`config.mk`:
```
export PLATFORM = sky130hd
export DESIGN_NAME = step_pulse_symbol_encoder_unit
export DESIGN_NICKNAME = d
export VERILOG_FILES = /design/src/hdl/spse_pkg.sv /design/src/hdl/step_pulse_symbol_encoder_unit.sv
export SDC_FILE = /design/constraint.sdc
export NUM_CORES = 1
export LEC_CHECK = 0
export BUFFER_PORTS_ARGS = -buffer_cell sky130_fd_sc_hd__buf_2
export CAP_MARGIN = 5
export CORE_MARGIN = 10
export CORE_UTILIZATION = 40
export DETAILED_ROUTE_END_ITERATION = 7
export HOLD_SLACK_MARGIN = 0.02
export PLACE_DENSITY = 0.71
export SYNTH_ARGS = -nofsm -noshare
export SYNTH_HDL_FRONTEND = slang
export SYNTH_SLANG_ARGS = --single-unit
```
`constraint.sdc`:
```
create_clock -name clk -period 3 [get_ports clk]
set_input_delay 0.3 -clock clk [delete_from_list [all_inputs] [get_ports clk]]
set_output_delay 0.3 -clock clk [all_outputs]
set_load 0.02 [all_outputs]
```
`src/hdl/spse_pkg.sv`:
```
// package with constants and types of the step pulse symbol encoder
`timescale 1ns / 1ps

package spse_pkg;

	localparam int unsigned PULSE_HIGH_LEN    = 2;
	localparam int unsigned HALF_DURATION_MAX = 32767;
	localparam int unsigned PERIOD_MAX        = PULSE_HIGH_LEN + HALF_DURATION_MAX * 127;

	localparam int unsigned PERIOD_W = 22;
	localparam int unsigned DUR_W    = 15;
	localparam int unsigned COUNT_W  = 16;

	localparam int unsigned S_TDATA_W = 24;
	localparam int unsigned M_TDATA_W = 48;

	typedef enum logic [1:0] {
		ST_IDLE,
		ST_SHORT,
		ST_PULSE,
		ST_BULK
	} state_t;

endpackage

```
`src/hdl/step_pulse_symbol_encoder_unit.sv`:
```
// top level of the step pulse symbol encoder
`timescale 1ns / 1ps

// Takes one step request (period in 1 us ticks) and sends out its pulse-train
// symbols, one per cycle while the sink keeps tready high, through a registered
// output stage. A step gives up to 64 symbols, and s_tready rises again the
// cycle after the last symbol is produced. The symbols come from the single
// shared subtract and compare unit, which walks the remaining idle time down by
// one symbol in each cycle that the output stage can take one. A burst stops
// emitting once symbol_capacity symbols have gone out; new_burst clears the
// count.
module step_pulse_symbol_encoder_unit (
	input  logic                            clk,
	input  logic                            arst_n,
	input  logic                            cfg_wr_en,
	input  logic [spse_pkg::COUNT_W-1:0]    cfg_wr_data,
	input  logic                            s_tvalid,
	output logic                            s_tready,
	input  logic [spse_pkg::S_TDATA_W-1:0]  s_tdata,  // period_ticks[21:0], zero pad
	input  logic                            s_tuser,  // new_burst
	output logic                            m_tvalid,
	input  logic                            m_tready,
	output logic [spse_pkg::M_TDATA_W-1:0]  m_tdata,  // first_duration[14:0],
	                                                  // second_duration[29:15],
	                                                  // symbol_index[45:30], zero pad
	output logic                            m_tuser,  // pulse_level
	output logic                            m_tlast   // last_of_step
);
	import spse_pkg::*;

	localparam logic [PERIOD_W-1:0] H1      = PERIOD_W'(HALF_DURATION_MAX);
	localparam logic [PERIOD_W-1:0] H2      = PERIOD_W'(2 * HALF_DURATION_MAX);
	localparam logic [PERIOD_W-1:0] PMAX    = PERIOD_W'(PERIOD_MAX);
	localparam logic [PERIOD_W-1:0] PULSE_P = PERIOD_W'(PULSE_HIGH_LEN);

	state_t                state_q, state_d;
	logic [COUNT_W-1:0]    cap_q;
	logic [COUNT_W-1:0]    count_q;
	logic [PERIOD_W-1:0]   idle_q;

	logic                  out_valid_q;
	logic                  out_level_q;
	logic [DUR_W-1:0]      out_d0_q;
	logic [DUR_W-1:0]      out_d1_q;
	logic [COUNT_W-1:0]    out_idx_q;
	logic                  out_last_q;

	logic                  in_accept;
	logic                  emit_go;
	logic [PERIOD_W-1:0]   period_c;
	logic [COUNT_W-1:0]    count_start;
	logic                  start_blocked;

	logic                  sym_level;
	logic [PERIOD_W-1:0]   sym_d0;
	logic [PERIOD_W-1:0]   sym_d1;
	logic                  sym_done;
	logic [PERIOD_W-1:0]   idle_next;
	logic                  cap_hit;
	logic [COUNT_W:0]      count_inc;

	assign s_tready  = (state_q == ST_IDLE);
	assign in_accept = s_tvalid && s_tready;
	assign emit_go   = (state_q != ST_IDLE) && (!out_valid_q || m_tready);

	assign period_c      = (s_tdata[PERIOD_W-1:0] > PMAX) ? PMAX : s_tdata[PERIOD_W-1:0];
	assign count_start   = s_tuser ? '0 : count_q;
	assign start_blocked = (count_start >= cap_q);

	assign count_inc = {1'b0, count_q} + {{COUNT_W{1'b0}}, 1'b1};
	assign cap_hit   = (count_inc >= {1'b0, cap_q});

	// shared subtract and compare: symbol for the current phase
	always_comb begin
		sym_level = 1'b0;
		sym_d0    = '0;
		sym_d1    = '0;
		sym_done  = 1'b1;
		idle_next = idle_q;
		case (state_q)
			ST_SHORT: begin
				sym_level = 1'b1;
				sym_d0    = idle_q;
			end
			ST_PULSE: begin
				sym_level = 1'b1;
				sym_d0    = PULSE_P;
				if (idle_q <= H1) begin
					sym_d1 = idle_q;
				end else begin
					sym_d1    = H1;
					sym_done  = 1'b0;
					idle_next = idle_q - H1;
				end
			end
			ST_BULK: begin
				if (idle_q > H2) begin
					sym_d0    = H1;
					sym_d1    = H1;
					sym_done  = 1'b0;
					idle_next = idle_q - H2;
				end else if (idle_q > H1) begin
					sym_d0 = H1;
					sym_d1 = idle_q - H1;
				end else begin
					sym_d0 = idle_q;
				end
			end
			default: begin
				sym_done = 1'b1;
			end
		endcase
	end

	always_comb begin
		state_d = state_q;
		case (state_q)
			ST_IDLE: begin
				if (in_accept && !start_blocked) begin
					state_d = (period_c <= PULSE_P) ? ST_SHORT : ST_PULSE;
				end
			end
			ST_SHORT, ST_PULSE, ST_BULK: begin
				if (emit_go) begin
					if (sym_done || cap_hit) begin
						state_d = ST_IDLE;
					end else begin
						state_d = ST_BULK;
					end
				end
			end
			default: begin
				state_d = ST_IDLE;
			end
		endcase
	end

	always_ff @(posedge clk or negedge arst_n) begin
		if (!arst_n) begin
			state_q     <= ST_IDLE;
			cap_q       <= '1;
			count_q     <= '0;
			idle_q      <= '0;
			out_valid_q <= 1'b0;
		end else begin
			state_q <= state_d;
			if (cfg_wr_en) begin
				cap_q <= cfg_wr_data;
			end
			if (in_accept) begin
				count_q <= count_start;
				idle_q  <= (period_c <= PULSE_P) ? period_c : period_c - PULSE_P;
			end else if (emit_go) begin
				count_q <= count_inc[COUNT_W-1:0];
				idle_q  <= sym_done ? '0 : idle_next;
			end
			if (emit_go) begin
				out_valid_q <= 1'b1;
			end else if (m_tready) begin
				out_valid_q <= 1'b0;
			end
		end
	end

	// output payload, loaded with each new symbol
	always_ff @(posedge clk) begin
		if (emit_go) begin
			out_level_q <= sym_level;
			out_d0_q    <= sym_d0[DUR_W-1:0];
			out_d1_q    <= sym_d1[DUR_W-1:0];
			out_idx_q   <= count_q;
			out_last_q  <= sym_done || cap_hit;
		end
	end

	assign m_tvalid = out_valid_q;
	assign m_tuser  = out_level_q;
	assign m_tlast  = out_last_q;
	assign m_tdata  = {{(M_TDATA_W - 2 * DUR_W - COUNT_W){1'b0}}, out_idx_q, out_d1_q, out_d0_q};

endmodule

```
Word-level counts from Yosys, hierarchy flattened
Cells that the tools add are included.

Bits of input ports: 46. Logic and storage cells: 73. Register bits: 105. Output and inout bits: 52.

Order comparisons: 7. Reduce and logical (&&, ||, !) cells: 16. Add/sub/neg operators: 4. Equal/unequal tests: 7. Multiplexer cells: 29.

Operator list (number): 2-to-1 mux 22 bit (7); 2-to-1 mux 15 bit (5); 2-to-1 mux 16 bit (3); case mux 15 bit (3 select lines) (1); case mux 22 bit (2 select lines) (1); case mux 15 bit (2 select lines) (1); greater-than comparator 22 x 15 -> 1 bit, second input constant (1); greater-than comparator 22 x 16 -> 1 bit, second input constant (1); greater-than comparator 22 bit, second input constant (1); less-or-equal comparator 22 x 15 -> 1 bit, second input constant (1); less-or-equal comparator 22 x 2 -> 1 bit, second input constant (1); subtractor 22 x 15 -> 22 bit, second input constant (1); subtractor 22 x 16 -> 22 bit, second input constant (1); subtractor 22 x 2 -> 22 bit, second input constant (1); adder 16 x 1 -> 17 bit, second input constant (1); greater-or-equal comparator 17 x 16 -> 1 bit (1); greater-or-equal comparator 16 bit (1); 2-to-1 mux 2 bit (4); inequality test 4 bit, second input constant (2); nonzero test 2 bit (3); 2-to-1 mux 1 bit (5); equality test 2 bit, second input constant (2); case mux 2 bit (2 select lines) (1); AND reduction 4 bit (1); other kinds (12) (16).

Logic depth before layout (Yosys ltp)
Gate-level depths: netlist of run 1.

Word-level depth: 7. Depth in mapped cells: 13. Depth with buffers taken out: 12.

Least setup slack after synthesis of run 1
Ideal clock, no wire load.

Kind: flip-flop to flip-flop. Start point: reg state_q[0]. End point: reg count_q[5]. Required time: 2.870 ns. Period minus slack after synthesis: 3.288 ns. Setup time: 0.130 ns. Data arrival time: 3.158 ns. Stages on the path, launching flop included: 10. Path slack: -0.288 ns. Buffers on the path: 2. Cell sequence: dfrtp_1 -> inv_1 -> ha_1 -> nand2b_1 -> clkbuf_1 -> inv_2 -> buf_1 -> nand2_1 -> nand3_1 -> o21ai_0.

Cells in the longest elaborated chain, start to end: 3. Elaborated cells on any way between the ends: 6. Classes of those cells: 1 x mux; 5 x reduce/logical.

RTL lines: start, declared (line step_pulse_symbol_encoder_unit.sv:36) `state_t state_q, state_d;`; start signal, assigned (line step_pulse_symbol_encoder_unit.sv:146) `state_q <= state_d;`; logical NOT 2 bit (*) (line step_pulse_symbol_encoder_unit.sv:62) `assign s_tready = (state_q == ST_IDLE);`; named net s_tready (line step_pulse_symbol_encoder_unit.sv:18) `output logic s_tready,`; logical AND 1 bit (*) (line step_pulse_symbol_encoder_unit.sv:63) `assign in_accept = s_tvalid && s_tready;`; 2-to-1 mux 16 bit or nonzero test 2 bit (tied branches); end signal, assigned (line step_pulse_symbol_encoder_unit.sv:151) `count_q <= count_start;`; end signal, assigned (line step_pulse_symbol_encoder_unit.sv:154) `count_q <= count_inc[COUNT_W-1:0];`; end, declared (line step_pulse_symbol_encoder_unit.sv:38) `logic [COUNT_W-1:0] count_q;`.

The timed path passes the listed nets; every way through them passes the cells marked *. A chain may end at the register's enable or synchronous reset.

Worst setup path after layout of run 1
Start point: reg count_q[6]. End point: reg state_q[0].

Cells in the longest elaborated chain, start to end: 6. Elaborated cells on any way between the ends: 12. Classes of those cells: 1 x add/sub; 2 x order compare; 1 x eq/ne; 4 x mux; 4 x reduce/logical.

RTL lines (line): adder 16 x 1 -> 17 bit or 2-to-1 mux 16 bit (tied branches) (step_pulse_symbol_encoder_unit.sv:70, step_pulse_symbol_encoder_unit.sv:67); greater-or-equal comparator 17 x 16 -> 1 bit or greater-or-equal comparator 16 bit (tied branches) (step_pulse_symbol_encoder_unit.sv:71, step_pulse_symbol_encoder_unit.sv:68); logical OR 1 bit or logical NOT 1 bit (tied branches) (step_pulse_symbol_encoder_unit.sv:125, step_pulse_symbol_encoder_unit.sv:119); 2-to-1 mux 2 bit or logical AND 1 bit (tied branches) (step_pulse_symbol_encoder_unit.sv:125, step_pulse_symbol_encoder_unit.sv:119); 2-to-1 mux 2 bit or inequality test 2 x 1 -> 1 bit (tied branches); case mux 2 bit (2 select lines) or AND reduction 2 bit (tied branches).

Several ways; a longest one is shown, not always the timed one. The select of a mux whose other input is x is not followed.

==> metrics, run 1 <==
min-delay src cfg_wr_data[7]; DR WL/cell about 17 um; # nets final about 970; CTS root buf clkbuf_16; Mean Syn Cell Area around 9 um^2; CTS Buf Count 9; footprint of the multi-input gates 0.00382 mm^2; largest cells by area after synthesis edfxtp_1 20%, dfrtp_1 15%, ha_1 7.4%; Buffers on Ports 93; row count 48; Post-Syn Area between 0.007 and 0.008 mm^2; Hold Vio Cnt, Final 0; switching share of power 44.3%; worst hold path class primary input to flip-flop; count of different cell masters after synthesis 78; flops & latches, synth about 110; largest net degree at the start of global routing 34; number of synthesized flops with an enable pin between 40 and 50; fin. max-slew vios 0; GRT overflow 0; CTS H-tree depth 3; Placeable Area approximately 0.017 mm^2; post-synthesis cell count 779; Synth top cells by count 86 x nand2_1, 79 x o21ai_0, 54 x nor2_1, 48 x edfxtp_1, 42 x ha_1; outcome finished clean; clk slew on worst S/H paths approximately 70 ps; Max Clock Skew 5.96 ps; GRT Util Overall 16.3%; Ports between 90 and 100; initial antenna violation count 1; startpoint types flip-flop; Pint 0.00420 W; Power Density a little over 900 mW/mm^2; total die area 0.0234 mm^2; Worst slew margin 51.4%; CP Capture Type flip-flop; Vert. Die Dim 153 um; Post-synth top flop edfxtp_1; drc violations 0; Switch Pwr 0.00335 W; first-pass GRT wire length 31800 um; Finished Layout Cells between 1000 and 1500; sequential fraction of the synthesis area 40.8%; routability cong. 0.917; Via density 5.74; Crit Path Category flip-flop to flip-flop; fmax around 340 MHz; Reg area 0.00289 mm^2; clk sink count between 100 and 150; antenna fix cells 0; Max-Cap Viols 0; detailed placement HPWL approximately 14000 um; RSZ-0062 raised after global routing yes; Fillers between 1500 and 2000; total vias in the final route between 6000 and 7000; Max IR drop VDD around 570 uV; Routed Wire Length just under 20000 um; layout cells sized above 1 23.2%; Max FO, Critical Path 7; Initial Util between 40% and 50%; Yosys top cell area share 20.4%; Pleak approximately 3.4 nW; sequential share of power 34.4%; later-pin clock latency in the skew report 360 ps; measured slew at the worst slew-check pin between 700 and 800 ps; final number of setup-violating endpoints 0; Yosys top cell by area edfxtp_1; Async SR Flop Fraction a little over half; Die Wd ~150 um; Setup TNS 0 ps; reg2reg start count_q[6]; Final min period roughly 3000 ps; post-route ant nets 0; Area Growth Syn to Fin 16.2%; Worst Setup SP count_q[6]; Gate power share 49.6%; vias in the first global route around 6000; placed instance count 1089; Critical Path AT approximately 3200 ps; synth warn 0; clk buf depth 2; post-route clock period utilization 99.4%; Finished Core Util a little under half; CTS tree done; data required time of the critical path about 3300 ps; most frequent cell after synthesis nand2_1; detailed router's first-iteration violation count 661; clock power share between 10% and 20%; drt pass-1 iters 5
## flip-flops by register name, summed over array words and instances (netlist names)
register	cells
out_idx_q	16
idle_q	22
m_tuser	1
count_q	16
out_d1_q	15
state_q	2
m_tvalid	1
m_tlast	1
cap_q	16
out_d0_q	15
## repair_timing
action,in CTS,in global routing
gates cloned,0,0
pin swaps,4,1
resized for setup,4,4
hold buffers,1,0
endpoints found under the setup margin,3,3
endpoints found under the hold margin,8,0
setup buffers,1,0
## through the flow
step           worst slack [ps]  hold slack [ps]  area (um^2)  power, W
2_1_floorplan              48.4             4.41         7090   0.00511
6_report                   19.4              143         8220   0.00755
3_3_place_gp              -51.3              351         7870   0.00627
4_1_cts                    6.10              144         8200   0.00757
5_1_grt                    -147              143         8220   0.00812
3_5_place_dp               -122              358         7870   0.00633
## final timing paths
| check | to | slack [ps] | depth (start not counted) |
|---|---|---|---|
| max | state_q[0] | 20 | 12 |
| min | cap_q[7] | 140 | 3 |
| max reg2reg | state_q[0] | 20 | 12 |
| min reg2reg | cap_q[12] | 550 | 2 |
| max in group asynchronous | count_q[9] | 1870 | 3 |
| min in group asynchronous | count_q[6] | 510 | 2 |
## cell usage in the layout (no fill, tap or decap), types with 4 or more instances in the layout
cell,instances
buf_2,93
o311ai_1,5
dfrtp_1,40
a31oi_1,9
nand4_1,18
or2_2,5
o31ai_1,8
o21ai_0,78
nand2_1,86
ha_1,42
dfstp_2,16
o21ai_1,5
nor3_1,19
nor2_1,54
a21oi_1,40
o311ai_0,4
and2_1,4
o22ai_1,6
o211ai_1,11
a211oi_1,7
xnor2_1,19
nor2b_1,16
nand3_1,30
inv_1,31
nand2b_1,10
buf_4,41
or3_1,8
nor4_1,14
xor2_1,15
o21a_1,5
edfxtp_1,48
clkbuf_16,9
## power by group through the flow
| stage | Sequential [W] | Clock, W | Combinational [W] |
|---|---|---|---|
| 2_1_floorplan | 0.00293 | 0 | 0.00218 |
| 3_3_place_gp | 0.00260 | 0 | 0.00367 |
| 3_5_place_dp | 0.00262 | 0 | 0.00372 |
| 4_1_cts | 0.00259 | 0.00124 | 0.00374 |
| 5_1_grt | 0.00267 | 0.00131 | 0.00415 |
| 6_report | 0.00260 | 0.00121 | 0.00375 |
## layer usage
metal	GRT usage (%)	vias to the layer above	share of wire, %
met2	24.1	250	44
li1	-	3054	-
met5	0	-	0.073
met3	3.68	26	7.4
met1	22.8	3022	47
met4	5.50	2	1.8
## critical path, stage by stage, from the launching register on
cell      delay (ps)
dfrtp_1          470
nand2_1          150
nor4_4           310
nand3_1          170
xnor2_2          180
ha_1             320
buf_4            120
nand4_1          170
a311oi_2         270
o311ai_1         160
buf_4            160
and3b_1          150
o31a_1           230
## final cells by class
cell class | count | area share, %
multi-input combinational | 593 | 46.5
tap | 225 | 3.42
clock inverter | 6 | 0.806
sequential | 105 | 35.1
timing repair buffer | 136 | 9.77
clock buffer | 10 | 2.91
inverter | 32 | 1.46
## kinds of logic after synthesis
family	Yosys count	synth area share [%]
compound gates	212	18.7
xor+xnor	36	4.46
simple gates	296	22.1
other cells	1	0.0530
mux	5	0.760
fa+ha+maj	42	7.43
buf+inv	82	5.66
flops	105	40.8
Note: power is estimated with default switching activity, not from simulation.
==> run 2, diff against run 1 <==
ABC_AREA = 1   (was not set)
SETUP_SLACK_MARGIN = 0.3   (was not set)
==> run 2 against run 1 <==
Effect of this change: non-clock buffer count shrank 1; clock power grew 15%; wire length grew 7.9%; power grew 17%; global-route usage grew 0.071 points; fmax grew 5.0%; critical path type unchanged.
==> metrics, run 2 <==
R2R depth 24 (+12); detailed router's first-iteration violation count 562 (-15%); largest cells by area after synthesis edfxtp_1 19%, dfrtp_1 14%, nand2_1 10%; Mean Syn Cell Area 7.38 um^2 (-19%); reg2reg start count_q[0]; CTS tree done; CTS H-tree depth 3 (unchanged); vias in the first global route 6734 (+13%); sequential fraction of the synthesis area 38.2% (-2.7 points); detailed placement HPWL 15000 um (+3.6%); Hold Path Stages 3 (unchanged); placed cell area 0.00823 mm^2 (+4.6%); CTS Buf Count 9 (unchanged); Max FO, Critical Path 3 (-4); post-route ant nets 0 (unchanged); largest reg by FF count idle_q; later-pin clock latency in the skew report 350 ps (about the same); post-synthesis cell count 1026 (+32%); Ports 98 (unchanged); Post-synth top flop edfxtp_1; initial antenna violation count 0 (-1); Worst slew margin 46.9% (-4.5 points); GRT Util Overall 16.4% (+0.071 points); WHS 154 ps (+10.1 ps); Crit Path Category flip-flop to flip-flop; drt pass-1 iters 5 (unchanged); Buffers on Ports 93 (unchanged); most frequent cell after synthesis nand2_1; Via density 5.21 (-9.2%); flop2flop setup slack 160 ps (+140 ps); Initial Util 40.6% (-0.32 points); first-pass GRT wire length 33400 um (+5.1%); Synth top cells by count 207 x nand2_1, 145 x nor2_1, 120 x inv_1, 86 x o21ai_0, 80 x a21oi_1; flops & latches, synth 105 (unchanged); measured slew at the worst slew-check pin 789 ps (+60.0 ps); Routed Wire Length 20800 um (+7.9%); worst hold path class primary input to flip-flop; total vias in the final route 7119 (+12%); Finished Core Util 48.4% (+0.90 points); end of the worst hold path cap_q[12]; Async SR Flop Fraction 54.3% (unchanged); # nets final 1215 (+26%); fmax 352 MHz (+5.0%); Max Clock Skew 6.21 ps (+0.257 ps); RR Endpoint state_q[0]; Max IR drop VDD 374 uV (-35%); outcome finished clean; data required time of the critical path 3240 ps (about the same); clk sink count 105 (unchanged); CP Capture Type flip-flop; Die Wd 158 um (+3.0%); layout cells sized above 1 21.2% (-2.0 points); post-route clock period utilization 94.6% (-4.8 points); final number of setup-violating endpoints 0 (unchanged); row count 50 (+4.2%); min-delay src cfg_wr_data[12]; synth warn 0 (unchanged); drc violations 0 (unchanged); Placeable Area 0.0186 mm^2 (+7.8%); Pleak 4.23 nW (+23%); Hold Vio Cnt, Final 0 (unchanged); max reg flops 22 (unchanged); RSZ-0062 raised after global routing yes; total die area 0.0248 mm^2 (+6.0%); most frequent cells in the layout 200 x nand2_1, 135 x nor2_1, 114 x inv_1, 93 x buf_2, 82 x o21ai_0; Final min period 2840 ps (-143 ps); Yosys top cell area share 19.0% (-1.3 points); startpoint types flip-flop; Final Cell Area 0.00903 mm^2 (+9.8%); Power Density 975 mW/mm^2 (+6.2%); fin. max-slew vios 0 (unchanged); clk slew on worst S/H paths 70 ps (about the same); post-layout total power 0.00881 W (+17%); Vert. Die Dim 158 um (+3.0%); DR WL/cell 15.2 um (-13%); commonest non-fill, non-tap cell in the layout nand2_1; Area Growth Syn to Fin 19.4%; number of synthesized flops with an enable pin 48 (unchanged); largest net degree at the start of global routing 59 (+74%); count of different cell masters after synthesis 45 (-42%); GRT overflow 0 (unchanged); routability cong. 0.902 (-1.7%); clk buf depth 2 (unchanged); CTS root buf clkbuf_16; Post-Syn Area 0.00757 mm^2 (+6.9%); antenna fix cells 0 (unchanged); Max-Cap Viols 0 (unchanged); Critical Path AT 3080 ps (-150 ps); Yosys top cell by area edfxtp_1
## run 2: worst max path at each step
stage	startpoint	end
after floorplan	count_q[0]	state_q[1]
after global placement	count_q[1]	state_q[1]
after detailed placement	count_q[0]	state_q[1]
after CTS	count_q[1]	state_q[0]
after global routing	count_q[0]	state_q[0]
final	count_q[0]	state_q[0]
## run 2: repair_timing
action | 4_1_cts | 5_1_grt
resized for setup | 24 | 34
cloned | 0 | 1
pin swaps | 20 | 18
hold endpoints to repair | 8 | 0
buffers inserted | 22 | 2
endpoints found under the setup margin | 3 | 38
hold buffers | 1 | 0
## run 2: final cells by class
cell class,count,area (um^2)
clock inverters,4,77.6
flip-flops and latches,105,2890
repair buffers,135,807
clock buffers,12,283
fillers,1782,9610
multi-input cells,746,4190
repair inverters,1,7.51
inverters,129,490
well taps,234,293
## run 2: worst max-delay path, cell delays in order, from the launching register on
cell and delay (ps):
dfrtp_1 380, ha_2 220, nand2_4 70, nor2_4 100, nand2_2 70, nor2_4 110
buf_4 120, buf_4 90, buf_4 100, xor2_2 170, inv_2 60, ha_4 270
nand2_1 60, nor2_2 150, nand2_1 80, nand4_1 110, nand2_1 60, nand2_1 50
nand2_1 50, nand2_1 80, nand2_2 70, nand3_2 70, o21ai_1 60, nand2_1 60
nand2_1 50
## run 2: kinds of logic (layout without fill, tap and decap cells)
family / count (synthesis) / count (layout) / share of synthesized area (%)
AO/OA/AOI/OAI: 198 / 198 / 13.9
flip-flops: 105 / 105 / 38.2
AND/OR/NAND/NOR: 466 / 466 / 26.9
buffers and inverters: 176 / 281 / 9.56
other: 1 / 2 / 0.0496
adder cells (fa/ha/maj): 42 / 42 / 6.94
XOR/XNOR: 37 / 37 / 4.28
multiplexers: 1 / 1 / 0.149
## run 2: per-stage QoR
step | worst slack (ps) | setup TNS (ps) | std cells
after floorplan | 302 | 0 | 1027
after global placement | 121 | 0 | 1324
after detailed placement | 54.3 | 0 | 1324
after CTS | 158 | 0 | 1363
after global routing | -21.8 | -21.8 | 1366
final | 162 | 0 | 1366
## run 2: report_power, final
part	internal, W	switching (W)	total, W	leakage, nW
sequential	0.00228	0.000512	0.00280	1.13
clock	0.000847	0.000539	0.00139	0.177
combinational	0.00165	0.00298	0.00462	2.92
total	0.00478	0.00403	0.00881	4.23
## run 2: layer usage
metal	global-route usage [%]	part of all wire, %	vias to the layer above
li1	-	-	3568
met1	22.8	48	3302
met2	25.7	45	225
met3	2.95	6.2	24
met4	3.87	1.5	0
met5	0	0	-
==> run 3, diff against run 2 <==
GPL_TIMING_DRIVEN = 0   (was not set)
==> run 3 against run 2 <==
Effect of this change: worst hold slack better by 2.5 ps; cell count is 2.0% higher; clock power is 15% lower.
==> metrics, run 3 (same netlist as run 2, synthesis figures left out) <==
GRT overflow 0 (unchanged); worst hold path class primary input to flip-flop; startpoint types flip-flop; Setup TNS 0 ps (unchanged); Max Clock Skew 11.9 ps (+5.70 ps); # nets final 1243 (+2.3%); CP Capture Type flip-flop; total vias in the final route 7329 (+2.9%); reg2reg start count_q[1]; flop2flop setup slack 130 ps (-30 ps); drt pass-1 iters 5 (unchanged); Die Wd 158 um (unchanged); Max-Cap Viols 0 (unchanged); Power Density 958 mW/mm^2 (-1.8%); Final min period 2870 ps (+28.5 ps); Worst Setup SP count_q[1]; Pleak 4.25 nW (+0.62%); largest net degree at the start of global routing 58 (-1.7%); Crit Path Category flip-flop to flip-flop; final number of setup-violating endpoints 0 (unchanged); DR WL/cell 15.3 um (+0.90%); outcome finished clean; clk sink count 105 (unchanged); Hold Vio Cnt, Final 0 (unchanged); Max FO, Critical Path 4 (+1); vias in the first global route 7042 (+4.6%); Max IR drop VDD 472 uV (+26%); Area Growth Syn to Fin 19.7%; RSZ-0062 raised after global routing yes; Ports 98 (unchanged); data required time of the critical path 3210 ps (-30 ps); R2R depth 21 (-13%); CTS tree done; layout cells sized above 1 20.7% (-0.51 points); total die area 0.0248 mm^2 (unchanged); clk slew on worst S/H paths 70 ps (about the same); fin. max-slew vios 0 (unchanged); Via density 5.26 (+0.88%); initial antenna violation count 0 (unchanged); row count 50 (unchanged); measured slew at the worst slew-check pin 783 ps (-5.46 ps); max reg flops 22 (unchanged); first-pass GRT wire length 35300 um (+5.9%); Initial Util 40.6% (unchanged); CTS root buf clkbuf_16; post-route clock period utilization 95.5% (+0.95 points); CTS Buf Count 9 (unchanged); Vert. Die Dim 158 um (unchanged); post-route ant nets 0 (unchanged); antenna fix cells 0 (unchanged); Buffers on Ports 92 (-1.1%); Finished Core Util 48.6% (+0.15 points); Worst slew margin 47.8% (+0.92 points); drc violations 0 (unchanged); RR Endpoint count_q[12]; Critical Path AT 3080 ps (about the same); Placeable Area 0.0186 mm^2 (unchanged); routability cong. 0.919 (+1.8%); commonest non-fill, non-tap cell in the layout nand2_1; detailed router's first-iteration violation count 604 (+7.5%); CTS H-tree depth 3 (unchanged); GRT Util Overall 17.3% (+0.88 points); detailed placement HPWL 16100 um (+7.8%); most frequent cells in the layout 200 x nand2_1, 135 x nor2_1, 118 x inv_1, 106 x buf_2, 82 x o21ai_0; Routed Wire Length 21400 um (+3.0%); later-pin clock latency in the skew report 350 ps (about the same); fmax 349 MHz (-1.0%); crit path capture count_q[12]; clk buf depth 2 (unchanged); largest reg by FF count idle_q
## run 3: cell types whose count changed in the layout (fill, tap and decap cells not counted), moves of 3 or more
cell / before / now
inv_1: 114 / 118
clkinv_2: 0 / 3
buf_2: 93 / 106
o21ai_2: 1 / 4
buf_4: 37 / 28
o21ai_1: 8 / 5
clkbuf_1: 0 / 25
## run 3: metrics by stage
step	area, um^2	cells	total power (W)	hold slack [ps]	setup slack, ps
finish	9060	1394	0.00868	156	134
global route	9060	1394	0.00939	162	-55.2
CTS	8900	1388	0.00847	152	88.5
detailed placement	8350	1354	0.00703	295	-270
global placement	8330	1353	0.00692	475	-204
floorplan	7570	1027	0.00572	4.41	302
## run 3: what timing repair did
action                                  in CTS  in global routing
gates cloned                                 0                  0
endpoints found under the setup margin      85                 55
endpoints found under the hold margin        4                  0
setup buffers                               17                  6
hold buffers                                 1                  0
gates resized for setup                     29                 29
pin swaps                                   14                 16
## run 3: metal layers
layer / vias to the layer above / GRT usage [%] / routed length, um
li1: 3628 / - / -
met4: 0 / 5.70 / 488
met3: 48 / 2.57 / 1230
met2: 265 / 26.8 / 9540
met1: 3388 / 24.0 / 10100
met5: - / 0 / 0
## run 3: layout make-up
| class | instances | area [um^2] |
|---|---|---|
| fill | 1836 | 9580 |
| multi-input combinational | 746 | 4190 |
| sequential | 105 | 2890 |
| timing repair buffer | 117 | 667 |
| inverter | 129 | 488 |
| tap | 234 | 293 |
| buffer | 47 | 243 |
| clock buffer | 11 | 233 |
| clock inverter | 5 | 53.8 |
## run 3: worst min path at each step
stage	startpoint	endpoint	slack [ps]	cells after the start
after floorplan	arst_n	count_q[0]	4	0
after global placement	count_q[15]	out_idx_q[15]	480	0
after detailed placement	arst_n	count_q[0]	300	1
after CTS	cfg_wr_data[8]	cap_q[8]	150	3
after global routing	cfg_wr_data[12]	cap_q[12]	160	3
final	cfg_wr_data[10]	cap_q[10]	160	3
## run 3: critical path, cell delays in order, from the launching register on
cell     delay, ps
dfrtp_1        410
ha_4           170
nand2_4         60
nor2_4         100
nand2_2         80
nor2_4         120
nand3_4         90
nor2_4         120
nand3_4        100
buf_4          150
o21ai_2        140
inv_2           70
buf_4          130
buf_4          120
buf_4          120
buf_4          120
buf_4          130
buf_4          120
buf_4          120
buf_4          120
nor2_1          80
o22ai_1         80
## run 3: power by group
group	internal (W)	switching, W	leakage, nW
Sequential	0.00229	0.000384	1.13
Combinational	0.00165	0.00317	2.98
Clock	0.000647	0.000535	0.144
